## config.mk

```make
export PLATFORM = sky130hd
export DESIGN_NAME = bbn_box
export DESIGN_NICKNAME = d
export VERILOG_FILES = /design/src/bbn_pkg.sv /design/src/bbn_box.sv
export SDC_FILE = /design/constraint.sdc
export NUM_CORES = 1
export LEC_CHECK = 0
export BUFFER_PORTS_ARGS = -buffer_cell sky130_fd_sc_hd__buf_2
export CAP_MARGIN = 20
export CELL_PAD_IN_SITES_DETAIL_PLACEMENT = 1
export CELL_PAD_IN_SITES_GLOBAL_PLACEMENT = 2
export CORE_MARGIN = 2
export CORE_UTILIZATION = 33
export CTS_CLUSTER_SIZE = 40
export DETAILED_ROUTE_END_ITERATION = 10
export GPL_TIMING_DRIVEN = 0
export PLACE_DENSITY_LB_ADDON = 0.2
export SYNTH_ARGS = -nofsm -noshare
export SYNTH_HDL_FRONTEND = slang
export SYNTH_SLANG_ARGS = --single-unit
export TNS_END_PERCENT = 100
```

## constraint.sdc

```tcl
create_clock -name clk -period 3.4 [get_ports clk]
set_clock_uncertainty 0.15 [all_clocks]
set_input_delay 0.17 -clock clk [delete_from_list [all_inputs] [get_ports clk]]
set_output_delay 0.17 -clock clk [all_outputs]
set_load 0.01 [all_outputs]
```

## src/bbn_pkg.sv

```systemverilog
// Package with shared constants for the bounding box normalizer.
package bbn_pkg;
    localparam int MAX_VERTICES_DEF = 64;
    localparam int COORD_WIDTH_DEF = 32;
    localparam int FRAC_BITS = 16;
    localparam int NAXES = 3;
    localparam int OUT_W = 32;
    localparam int EXT_W = 17;
endpackage

```

## src/bbn_box.sv

```systemverilog
// Per-axis minimum and maximum tracker for one lane of the bounding box.
module bbn_box #(
    parameter int COORD_WIDTH = bbn_pkg::COORD_WIDTH_DEF
) (
    input  logic                          clk,
    input  logic                          rst_n,
    input  logic                          clear,
    input  logic                          update,
    input  logic signed [COORD_WIDTH-1:0] pos,
    output logic signed [COORD_WIDTH-1:0] min_val,
    output logic signed [COORD_WIDTH-1:0] max_val
);
    import bbn_pkg::*;

    localparam logic signed [COORD_WIDTH-1:0] MostPos = {1'b0, {(COORD_WIDTH-1){1'b1}}};
    localparam logic signed [COORD_WIDTH-1:0] MostNeg = {1'b1, {(COORD_WIDTH-1){1'b0}}};

    logic signed [COORD_WIDTH-1:0] min_reg;
    logic signed [COORD_WIDTH-1:0] max_reg;

    always_ff @(posedge clk or negedge rst_n)
    begin
        if (!rst_n)
        begin
            min_reg <= MostPos;
            max_reg <= MostNeg;
        end
        else if (clear)
        begin
            min_reg <= MostPos;
            max_reg <= MostNeg;
        end
        else if (update)
        begin
            if (pos < min_reg)
            begin
                min_reg <= pos;
            end
            if (pos > max_reg)
            begin
                max_reg <= pos;
            end
        end
    end

    assign min_val = min_reg;
    assign max_val = max_reg;
endmodule

```

==> summary.txt <==
Yosys
  – Number of synthesized flops with an enable pin: 0
  – Netlist cell types: 46
  – Post-synth top flop: dfstp_2
  – Yosys warns: 0
  – Top cells by area, synth: dfstp_2, dfrtp_1, ha_1
  – FF+latch count, synth: between 60 and 70
  – Post-synth top area cell: dfstp_2
  – Syn_nets: 496
  – Mux contribution to synthesized area: 0%
  – Share of the synthesized area in the top cell type: roughly 21%
  – Post-Synth Simple-Gate Area: 7.61%
  – Mean Syn Cell Area: 10.3 um2
  – Compound-gate portion of the synthesized area: 24.1%
  – Largest family of logic cells by synthesized area: compound AO/OA/AOI/OAI gates
  – Post-synth ARST share: between 90% and 100%
  – Cells after Synth: around 400
  – Mapped cell area: 4080 um2
  – Adder-cell share of the synthesized area: 19.3%
  – Seq/Total Area, Yosys: roughly two fifths
  – Synth Area in XOR/XNOR: 0%

Timing
  – Fin crit share: 95.2%
  – F_max: around 0.31 GHz
  – Max-slew violation count: 0
  – Setup TNS: 0 ps
  – RSZ-0062 raised after global routing: false
  – Final Hold Fails: 0
  – Fin crit period: roughly 3200 ps
  – Rel. slew slack: 44.2%
  – Setup violators final: 0
  – Worst slew pin tran: 837 ps

Pwr
  – Internal: roughly 1.8 mW
  – Seq pwr share: a little over a third
  – Pwr Total: ~2.6 mW
  – P per Cell Area: 476 nW/um2
  – Gate power share: roughly 25%
  – P_sw: 0.774 mW
  – Power share of the clock group: 38.7%
  – Leakage: 2.80 nW
  – VDD IR-drop max: a little under 200 uV
  – Switching share of power: a little under 30%

Setup path
  – CP max FO: 10
  – CP arrival: around 3300 ps
  – Worst reg2reg path startpoint: max_val[31]$_DFFE_PN1P_
  – Critical path class: register to register
  – Required @ worst endpoint: roughly 3500 ps
  – Reg2reg setup slack: ~160 ps
  – Worst R2R Path Depth: 11
  – Reg2reg end: max_val[27]$_DFFE_PN0P_
  – Element type at the critical path end: register
  – Startpoint class of the critical path: register

Placement
  – Routability cong.: between 0.7 and 0.8
  – Port Buffers: 99
  – Final HPWL DP: 8.65 mm

Clock tree
  – H-tree levels: 3
  – CTS tree: built
  – CTS Buffer Depth: 2
  – CTS Buf Count: 9
  – Clk sinks: between 60 and 70
  – Worst skew pair latency: approximately 340 ps
  – Clock root cell: clkbuf_16
  – Clock-pin slew on the worst setup and hold paths: 50 ps
  – Post CTS Setup Buffer Count: 0

Drt
  – DRC Markers: 0
  – Routed len/inst: roughly 16 um
  – Drt pass-1 iters: 4
  – Routed Wire Length: 11.7 mm
  – Post-route ant nets: 0
  – Vias: roughly 3500
  – First DRT Iteration DRCs: between 90 and 100
  – Routed vias/inst: just under 5

Floorplan
  – Initial core utilization: 33.8%
  – Die Y: 115 um
  – Die area: 13300 um2
  – Site Rows: 40
  – Chip Width: around 120 um
  – Area of the core: between 10000 and 15000 um2
  – Ports: 100

Finish
  – # diodes: 0
  – P&R area growth vs syn: 33.7%
  – Util after Layout: between 40% and 50%
  – Layout cell share with drive strength beyond 1: 29.7%
  – # nets final: roughly 640

Global route
  – Initial antenna violation count: 0
  – Largest net degree at the start of global routing: 65
  – Vias in the first global route: 3700
  – First-pass GRT wire length: ~19 mm
  – GRT overflow: 0
  – Overall Global Routing Usage: 18.4%

Worst hold path
  – HP Start: pos[27]
  – Hold Crit Depth: 2
  – Hold endpoint: min_val[27]$_DFFE_PN1P_
  – Hold Path Class: input port to register

Run
  – Max-cap viol count: 0

Run status
  – Outcome: finished, final reports clean
[logic make-up after synthesis]
group,Yosys count
buffers and inverters,81
flip-flops,64
AO/OA/AOI/OAI,129
adder cells (fa/ha/maj),63
AND/OR/NAND/NOR,60
[final cells by class]
type | count | area (um2)
clock buffer | 10 | 239
tap | 168 | 210
fill | 1389 | 6610
timing repair buffer | 132 | 828
clock inverter | 6 | 82.6
sequential | 64 | 1640
multi-input combinational | 252 | 2090
buffer | 14 | 110
inverter | 67 | 251
[cells in the final DEF (no fill, tap or decap), types with 2 or more instances in the layout]
master and instances:
a21o_1 12, a21oi_1 27, a22o_1 31, buf_2 99, buf_6 7, bufinv_16 2, clkbuf_1 3, clkbuf_16 9
clkbuf_2 3, clkinv_2 3, dfrtp_1 32, dfstp_2 32, dlygate4sd3_1 33, ha_1 63, inv_1 67, nand2_1 20
nand2b_1 2, nand3_1 4, nand4_1 10, nor2_1 9, nor2b_1 2, nor3_1 2, nor4_1 3, o21a_1 3
o21ai_0 6, o21ai_1 2, o21bai_1 2, o22a_1 29, o22ai_1 3
[power by group through the flow]
stage	clock, mW	sequential, mW	combinational [mW]
after CTS	1.03	0.936	0.667
after floorplan	0	0.973	0.349
after global placement	0	0.942	0.615
after global routing	1.07	0.946	0.743
final	1.01	0.935	0.657
after detailed placement	0	0.947	0.632
[per-layer routing]
layer	up-vias	GRT usage, %	routed length, um
li1	1731	-	-
met1	1728	23.9	5610
met2	65	30.8	5550
met3	13	3.85	380
met4	0	6.02	166
met5	-	0	0
[repair_timing]
item | CTS | global route
hold endpoints to repair | 88 | 0
hold buffers | 33 | 0
endpoints found under the setup margin | 0 | 60
gates resized for setup | 0 | 7
[state kept, by name, indices dropped and copies added (netlist names)]
register  count
min_val      32
max_val      32
[cells in the mapped netlist, drive strengths merged (3+ instances only)]
master / instances
a21o: 12
buf: 8
o21a: 3
nand3: 4
a21oi: 27
o21ai: 8
a22o: 31
nand4: 10
o22ai: 3
ha: 63
o22a: 29
inv: 67
clkbuf: 6
dfstp: 32
nand2: 20
nor2: 9
dfrtp: 32
nor4: 3
[metrics by stage]
step | cell area [um2] | setup WS (ps) | instances | hold WS [ps]
6_report | 5460 | 164 | 713 | 15.3
3_3_place_gp | 4790 | 77.5 | 664 | 300
5_1_grt | 5460 | 35.2 | 713 | 17.9
3_5_place_dp | 4790 | 23.1 | 664 | 180
2_1_floorplan | 4080 | 478 | 397 | -276
4_1_cts | 5440 | 6.26 | 713 | 0.368
[critical path: stages (launching register included)]
cell       delay [ps]
dfstp_2           530
inv_1              50
ha_1              330
nand2_1            80
o21bai_1          150
a2111oi_2         300
a41oi_1           230
or4b_1            580
and4_4            210
buf_6             130
buf_6             140
a22o_1            240
[worst max path at each step]
stage                       startpoint                 endpoint
6_report       max_val[31]$_DFFE_PN1P_  max_val[27]$_DFFE_PN0P_
5_1_grt        max_val[31]$_DFFE_PN1P_  max_val[22]$_DFFE_PN0P_
4_1_cts        max_val[31]$_DFFE_PN1P_  max_val[22]$_DFFE_PN0P_
3_5_place_dp   max_val[31]$_DFFE_PN1P_   max_val[3]$_DFFE_PN0P_
3_3_place_gp   max_val[31]$_DFFE_PN1P_  max_val[28]$_DFFE_PN0P_
2_1_floorplan  max_val[31]$_DFFE_PN1P_   max_val[0]$_DFFE_PN0P_
No activity file was read; power rests on OpenSTA's default activity.
