### config.mk
export PLATFORM = sky130hd
export DESIGN_NAME = bbn_div_lane
export DESIGN_NICKNAME = d
export VERILOG_FILES = /design/src/bbn_pkg.sv /design/src/bbn_div_lane.sv
export SDC_FILE = /design/constraint.sdc
export NUM_CORES = 1
export LEC_CHECK = 0
export BUFFER_PORTS_ARGS = -buffer_cell sky130_fd_sc_hd__buf_2
export CELL_PAD_IN_SITES_DETAIL_PLACEMENT = 1
export CELL_PAD_IN_SITES_GLOBAL_PLACEMENT = 2
export CORE_ASPECT_RATIO = 1.1
export CORE_MARGIN = 2
export CORE_UTILIZATION = 33
export DETAILED_ROUTE_END_ITERATION = 8
export PLACE_DENSITY_LB_ADDON = 0.3
export SETUP_SLACK_MARGIN = 0.2
export SYNTH_ARGS = -nofsm -noshare
export SYNTH_HDL_FRONTEND = slang
export SYNTH_SLANG_ARGS = --single-unit
### constraint.sdc
create_clock -name clk -period 4.35 [get_ports clk]
set_input_delay 0.435 -clock clk [delete_from_list [all_inputs] [get_ports clk]]
set_output_delay 0.435 -clock clk [all_outputs]
set_load 0.03 [all_outputs]
### src/bbn_pkg.sv
// Package with shared constants for the bounding box normalizer.
package bbn_pkg;
    localparam int MAX_VERTICES_DEF = 64;
    localparam int COORD_WIDTH_DEF = 32;
    localparam int FRAC_BITS = 16;
    localparam int NAXES = 3;
    localparam int OUT_W = 32;
    localparam int EXT_W = 17;
endpackage

### src/bbn_div_lane.sv
// Bit-serial restoring divider lane computing (num << 16) / den toward zero.
module bbn_div_lane #(
    parameter int COORD_WIDTH = bbn_pkg::COORD_WIDTH_DEF
) (
    input  logic                          clk,
    input  logic                          rst_n,
    input  logic                          start,
    input  logic signed [COORD_WIDTH:0]   num,
    input  logic [COORD_WIDTH-1:0]        den,
    output logic                          done,
    output logic [bbn_pkg::OUT_W-1:0]     quotient
);
    import bbn_pkg::*;

    localparam int DW = COORD_WIDTH + 1 + FRAC_BITS;
    localparam int CW = $clog2(DW + 1);

    logic [COORD_WIDTH-1:0] rem_reg;
    logic [DW-1:0]          quo_reg;
    logic [COORD_WIDTH-1:0] den_reg;
    logic                   neg_reg;
    logic [CW-1:0]          cnt_reg;
    logic                   done_reg;
    logic [COORD_WIDTH:0]   mag;
    logic [COORD_WIDTH:0]   shifted;
    logic [DW-1:0]          signed_q;

    assign mag = num[COORD_WIDTH] ? (~num + 1'b1) : num;
    assign shifted = {rem_reg, quo_reg[DW-1]};
    assign signed_q = neg_reg ? (~quo_reg + 1'b1) : quo_reg;

    always_ff @(posedge clk or negedge rst_n)
    begin
        if (!rst_n)
        begin
            cnt_reg  <= '0;
            done_reg <= 1'b0;
        end
        else if (start)
        begin
            rem_reg  <= '0;
            quo_reg  <= {mag, {FRAC_BITS{1'b0}}};
            den_reg  <= den;
            neg_reg  <= num[COORD_WIDTH];
            cnt_reg  <= CW'(DW);
            done_reg <= 1'b0;
        end
        else if (cnt_reg != '0)
        begin
            if (shifted >= {1'b0, den_reg})
            begin
                rem_reg <= COORD_WIDTH'(shifted - {1'b0, den_reg});
                quo_reg <= {quo_reg[DW-2:0], 1'b1};
            end
            else
            begin
                rem_reg <= shifted[COORD_WIDTH-1:0];
                quo_reg <= {quo_reg[DW-2:0], 1'b0};
            end
            cnt_reg  <= cnt_reg - 1'b1;
            done_reg <= (cnt_reg == CW'(1));
        end
        else
        begin
            done_reg <= 1'b0;
        end
    end

    assign done = done_reg;
    assign quotient = signed_q[OUT_W-1:0];
endmodule

==> impl_metrics.xml <==
<?xml version="1.0" encoding="UTF-8"?>
<metrics>
  <group name="routing">
    <metric name="routedLengthMet1" unit="um">11330</metric>
    <metric name="remaining_antenna_violation_count_after_routing" unit="">0</metric>
    <metric name="via_per_inst" unit="">5.243</metric>
    <metric name="drt_pass1_iterations" unit="">4</metric>
    <metric name="detailroute.via_count" unit="">7257</metric>
    <metric name="wl_per_cell" unit="um">17.40</metric>
    <metric name="met3_wirelength" unit="um">775</metric>
    <metric name="wirelength" unit="um">24080</metric>
    <metric name="drc" unit="">0</metric>
    <metric name="detailroute.wirelength.met2" unit="um">11470</metric>
    <metric name="top_layer_used" unit="">met5</metric>
    <metric name="detail_route.iter0.violations" unit="">324</metric>
  </group>
  <group name="yosys">
    <metric name="most_frequent_cells_after_synthesis" unit="">sky130_fd_sc_hd__nand2_1 (169), sky130_fd_sc_hd__edfxtp_1 (114), sky130_fd_sc_hd__o21ai_0 (73), sky130_fd_sc_hd__xnor2_1 (65), sky130_fd_sc_hd__nor2_1 (57)</metric>
    <metric name="post-synth-top-count-cell" unit="">sky130_fd_sc_hd__nand2_1</metric>
    <metric name="synth_seq_cells" unit="">121</metric>
    <metric name="synth_ff_type" unit="">sky130_fd_sc_hd__edfxtp_1</metric>
    <metric name="yosysWarningCount" unit="">0</metric>
    <metric name="synth_area_per_cell" unit="um2">8.975</metric>
    <metric name="netlist-cell-type-count" unit="">68</metric>
    <metric name="async_flop_share" unit="%">5.785</metric>
    <metric name="seq_area_frac_synth" unit="%">42.38</metric>
    <metric name="mappedNetlistArea" unit="mm2">0.008491</metric>
    <metric name="post-synth-top-area-fraction" unit="%">40.32</metric>
    <metric name="number_of_instances_in_the_synthesized_netlist" unit="">946</metric>
    <metric name="yosys.area.top_type" unit="">sky130_fd_sc_hd__edfxtp_1</metric>
    <metric name="number_of_flops_mapped_to_enable_cells_by_yosys" unit="">114</metric>
    <metric name="synth_nets" unit="">1051</metric>
    <metric name="synth_top_cells_by_area" unit="">sky130_fd_sc_hd__edfxtp_1 (40%), sky130_fd_sc_hd__nand2_1 (7.5%), sky130_fd_sc_hd__xnor2_1 (6.7%)</metric>
  </group>
  <group name="outcome">
    <metric name="status" unit="">completed</metric>
  </group>
  <group name="cts">
    <metric name="number_of_hold_buffers_added_after_cts" unit="">0</metric>
    <metric name="worst_skew_pair.late_latency" unit="ns">0.43</metric>
    <metric name="clock_tree_from_tritoncts" unit="">built</metric>
    <metric name="max-clock-path-buffers" unit="">2</metric>
    <metric name="cts.root.buffer_cell" unit="">sky130_fd_sc_hd__clkbuf_16</metric>
    <metric name="clkSinkCount" unit="">121</metric>
    <metric name="cts_setup_buffers" unit="">0</metric>
    <metric name="cts_repair_resize_count" unit="">0</metric>
    <metric name="cts.reportedPaths.clkPinSlew" unit="ns">0.06</metric>
    <metric name="htree_num_levels" unit="">4</metric>
    <metric name="cts_made_buffers" unit="">17</metric>
  </group>
  <group name="sta">
    <metric name="timing.final.crit_share" unit="%">87.00</metric>
    <metric name="max_clock_freq" unit="MHz">264.3</metric>
    <metric name="final.setup_skew" unit="ns">0.01237</metric>
    <metric name="drv_slew" unit="">0</metric>
    <metric name="setup-violations-final" unit="">0</metric>
    <metric name="timing_worst_slew_pin_value" unit="ns">1.072</metric>
    <metric name="whs" unit="ns">0.005443</metric>
    <metric name="relSlewSlack" unit="%">28.53</metric>
    <metric name="fin_setup_tns" unit="ns">0</metric>
    <metric name="report.final.hold_viol_count" unit="">0</metric>
    <metric name="period_needed" unit="ns">3.784</metric>
    <metric name="rsz0062_at_grt" unit="">false</metric>
  </group>
  <group name="die">
    <metric name="start_util" unit="%">33.61</metric>
    <metric name="core_area" unit="mm2">0.02526</metric>
    <metric name="pin_count" unit="">101</metric>
    <metric name="chipHeight" unit="um">172.2</metric>
    <metric name="rows" unit="">61</metric>
    <metric name="die_x" unit="um">156.9</metric>
    <metric name="area_enclosed_by_the_die_boundary" unit="mm2">0.02703</metric>
  </group>
  <group name="grt">
    <metric name="grt_max_degree" unit="">95</metric>
    <metric name="groute.usage.overall" unit="%">18.42</metric>
    <metric name="vias_in_the_first_global_route" unit="">7480</metric>
    <metric name="wire_length_of_the_first_global_routing_pass" unit="um">39270</metric>
    <metric name="antenna_violations_before_repair" unit="">1</metric>
    <metric name="globalRoute.totalOverflow" unit="">0</metric>
  </group>
  <group name="layout">
    <metric name="finalNetCount" unit="">1129</metric>
    <metric name="nFillCells" unit="">2932</metric>
    <metric name="synthToLayoutAreaGrowth" unit="%">16.58</metric>
    <metric name="largest_reg_flops" unit="">49</metric>
    <metric name="drive_gt1_share" unit="%">15.72</metric>
  </group>
  <group name="pwr">
    <metric name="power.total" unit="uW">4315</metric>
    <metric name="power_leakage" unit="uW">0.003932</metric>
    <metric name="cellPowerDensity" unit="mW/mm2">435.9</metric>
    <metric name="ir_drop" unit="V">0.0002737</metric>
    <metric name="netSwitchingPower" unit="uW">1519</metric>
    <metric name="clock_power_share" unit="%">33.3</metric>
    <metric name="sequentialPowerShare" unit="%">35.5</metric>
    <metric name="power.switching_fraction" unit="%">35.21</metric>
    <metric name="combPwrFrac" unit="%">31.2</metric>
    <metric name="p_int" unit="uW">2796</metric>
  </group>
  <group name="worst_setup_path">
    <metric name="crit_path_max_fanout" unit="">5</metric>
    <metric name="worst-endpoint-required" unit="ns">3.91</metric>
    <metric name="start_kind" unit="">flop</metric>
    <metric name="worst_setup_path_end_kind" unit="">primary output</metric>
    <metric name="timing.critical_path.max_delay_family" unit="">simple AND/OR/NAND/NOR gates</metric>
    <metric name="worstSetupPathType" unit="">reg -&gt; out</metric>
    <metric name="crit_path_cell_trace" unit="">inv_1 -&gt; ha_1 -&gt; nand2b_1 -&gt; or4_1 -&gt; nor2_1 -&gt; nand3b_1 -&gt; nor3_1 -&gt; nand3_1 -&gt; o31ai_1 -&gt; xnor2_1 -&gt; buf_2</metric>
    <metric name="worst-r2r-setup-slack" unit="ns">0.78</metric>
    <metric name="cp.buffers_inverters" unit="">2</metric>
    <metric name="critical_path_depth" unit="">11</metric>
    <metric name="slowest_cell_on_the_critical_path" unit="">sky130_fd_sc_hd__or4_1</metric>
    <metric name="critPathArrivalTime" unit="ns">3.35</metric>
    <metric name="worst_r2r_path_depth" unit="">9</metric>
    <metric name="timing.critical_path.slowest_cell_delay" unit="ns">0.49</metric>
  </group>
  <group name="place">
    <metric name="io_buffers" unit="">100</metric>
    <metric name="place_hpwl" unit="um">16940</metric>
    <metric name="gp_congestion" unit="">0.8190</metric>
  </group>
  <group name="worst_hold_path">
    <metric name="worst_hold_check_path_type" unit="">in -&gt; async</metric>
  </group>
  <group name="job">
    <metric name="max-cap-violations" unit="">0</metric>
  </group>
</metrics>
## metrics by stage
step / util [%] / worst slack [ns] / instances / instance area (um2)
after floorplan: - / 1.024 / 946 / 8491
final: 39.18 / 0.5657 / 1384 / 9898
after detailed placement: 36.88 / 0.7198 / 1351 / 9318
after global placement: 36.88 / 0.7887 / 1351 / 9318
after CTS: 39.17 / 0.4707 / 1383 / 9896
after global routing: 39.17 / 0.2722 / 1383 / 9896
## per-layer routing
layer  vias up  global-route usage (%)
li1       3606                       -
met1      3498                   23.23
met2       123                   32.42
met3        28                   2.556
met4         2                   6.103
met5         -                       0
## power groups by stage
| stage | clock [uW] | combinational (uW) | sequential (uW) |
|---|---|---|---|
| after global placement | 0 | 1340 | 1550 |
| after CTS | 1470 | 1360 | 1530 |
| after detailed placement | 0 | 1350 | 1550 |
| after floorplan | 0 | 979 | 1520 |
| final | 1430 | 1350 | 1530 |
| after global routing | 1510 | 1510 | 1550 |
## worst paths after layout
kind | startpoint | to
max reg2reg | rem_reg[0] | rem_reg[31]
min | rst_n | cnt_reg[4]
max in group asynchronous | rst_n | done
min reg2reg | cnt_reg[4] | cnt_reg[4]
min in group clk | den[22] | den_reg[22]
max | quo_reg[0] | quotient[28]
## cells by family after synthesis
logic type      Yosys count  synth area share (%)
mux                       6                0.7368
fa+ha+maj                37                 5.541
simple gates            346                 19.14
flops                   121                 42.38
buf+inv                 105                 4.760
xor+xnor                 84                 8.665
compound gates          247                 18.77
## layout make-up
cell class | count | area [um2] | share of cell area (%)
Clock inverter | 14 | 148.9 | 1.504
Antenna cell | 1 | 2.502 | 0.02528
Inverter | 52 | 195.2 | 1.972
Clock buffer | 18 | 429.2 | 4.336
Sequential cell | 121 | 3598 | 36.35
Multi-Input combinational cell | 720 | 4501 | 45.47
Timing Repair Buffer | 112 | 590.6 | 5.966
Tap cell | 346 | 432.9 | 4.374
## placed cells by master (no fill, tap or decap), drive strengths merged, types with 9 or more instances in the layout
| cell type | netlist | final |
|---|---|---|
| a211oi | 13 | 13 |
| inv | 52 | 54 |
| nand4 | 9 | 9 |
| nor2 | 57 | 57 |
| o31ai | 16 | 16 |
| o21ai | 76 | 76 |
| nand3 | 20 | 20 |
| edfxtp | 114 | 114 |
| nand2 | 169 | 169 |
| nor3 | 15 | 15 |
| a21oi | 52 | 52 |
| and3 | 9 | 9 |
| ha | 36 | 36 |
| xor2 | 19 | 19 |
| or4 | 11 | 11 |
| or3 | 16 | 16 |
| xnor2 | 65 | 65 |
| a311oi | 20 | 20 |
| a31oi | 9 | 9 |
| a21o | 11 | 11 |
| buf | 10 | 112 |
| clkbuf | 43 | 18 |
(Power assumes the default switching activity.)
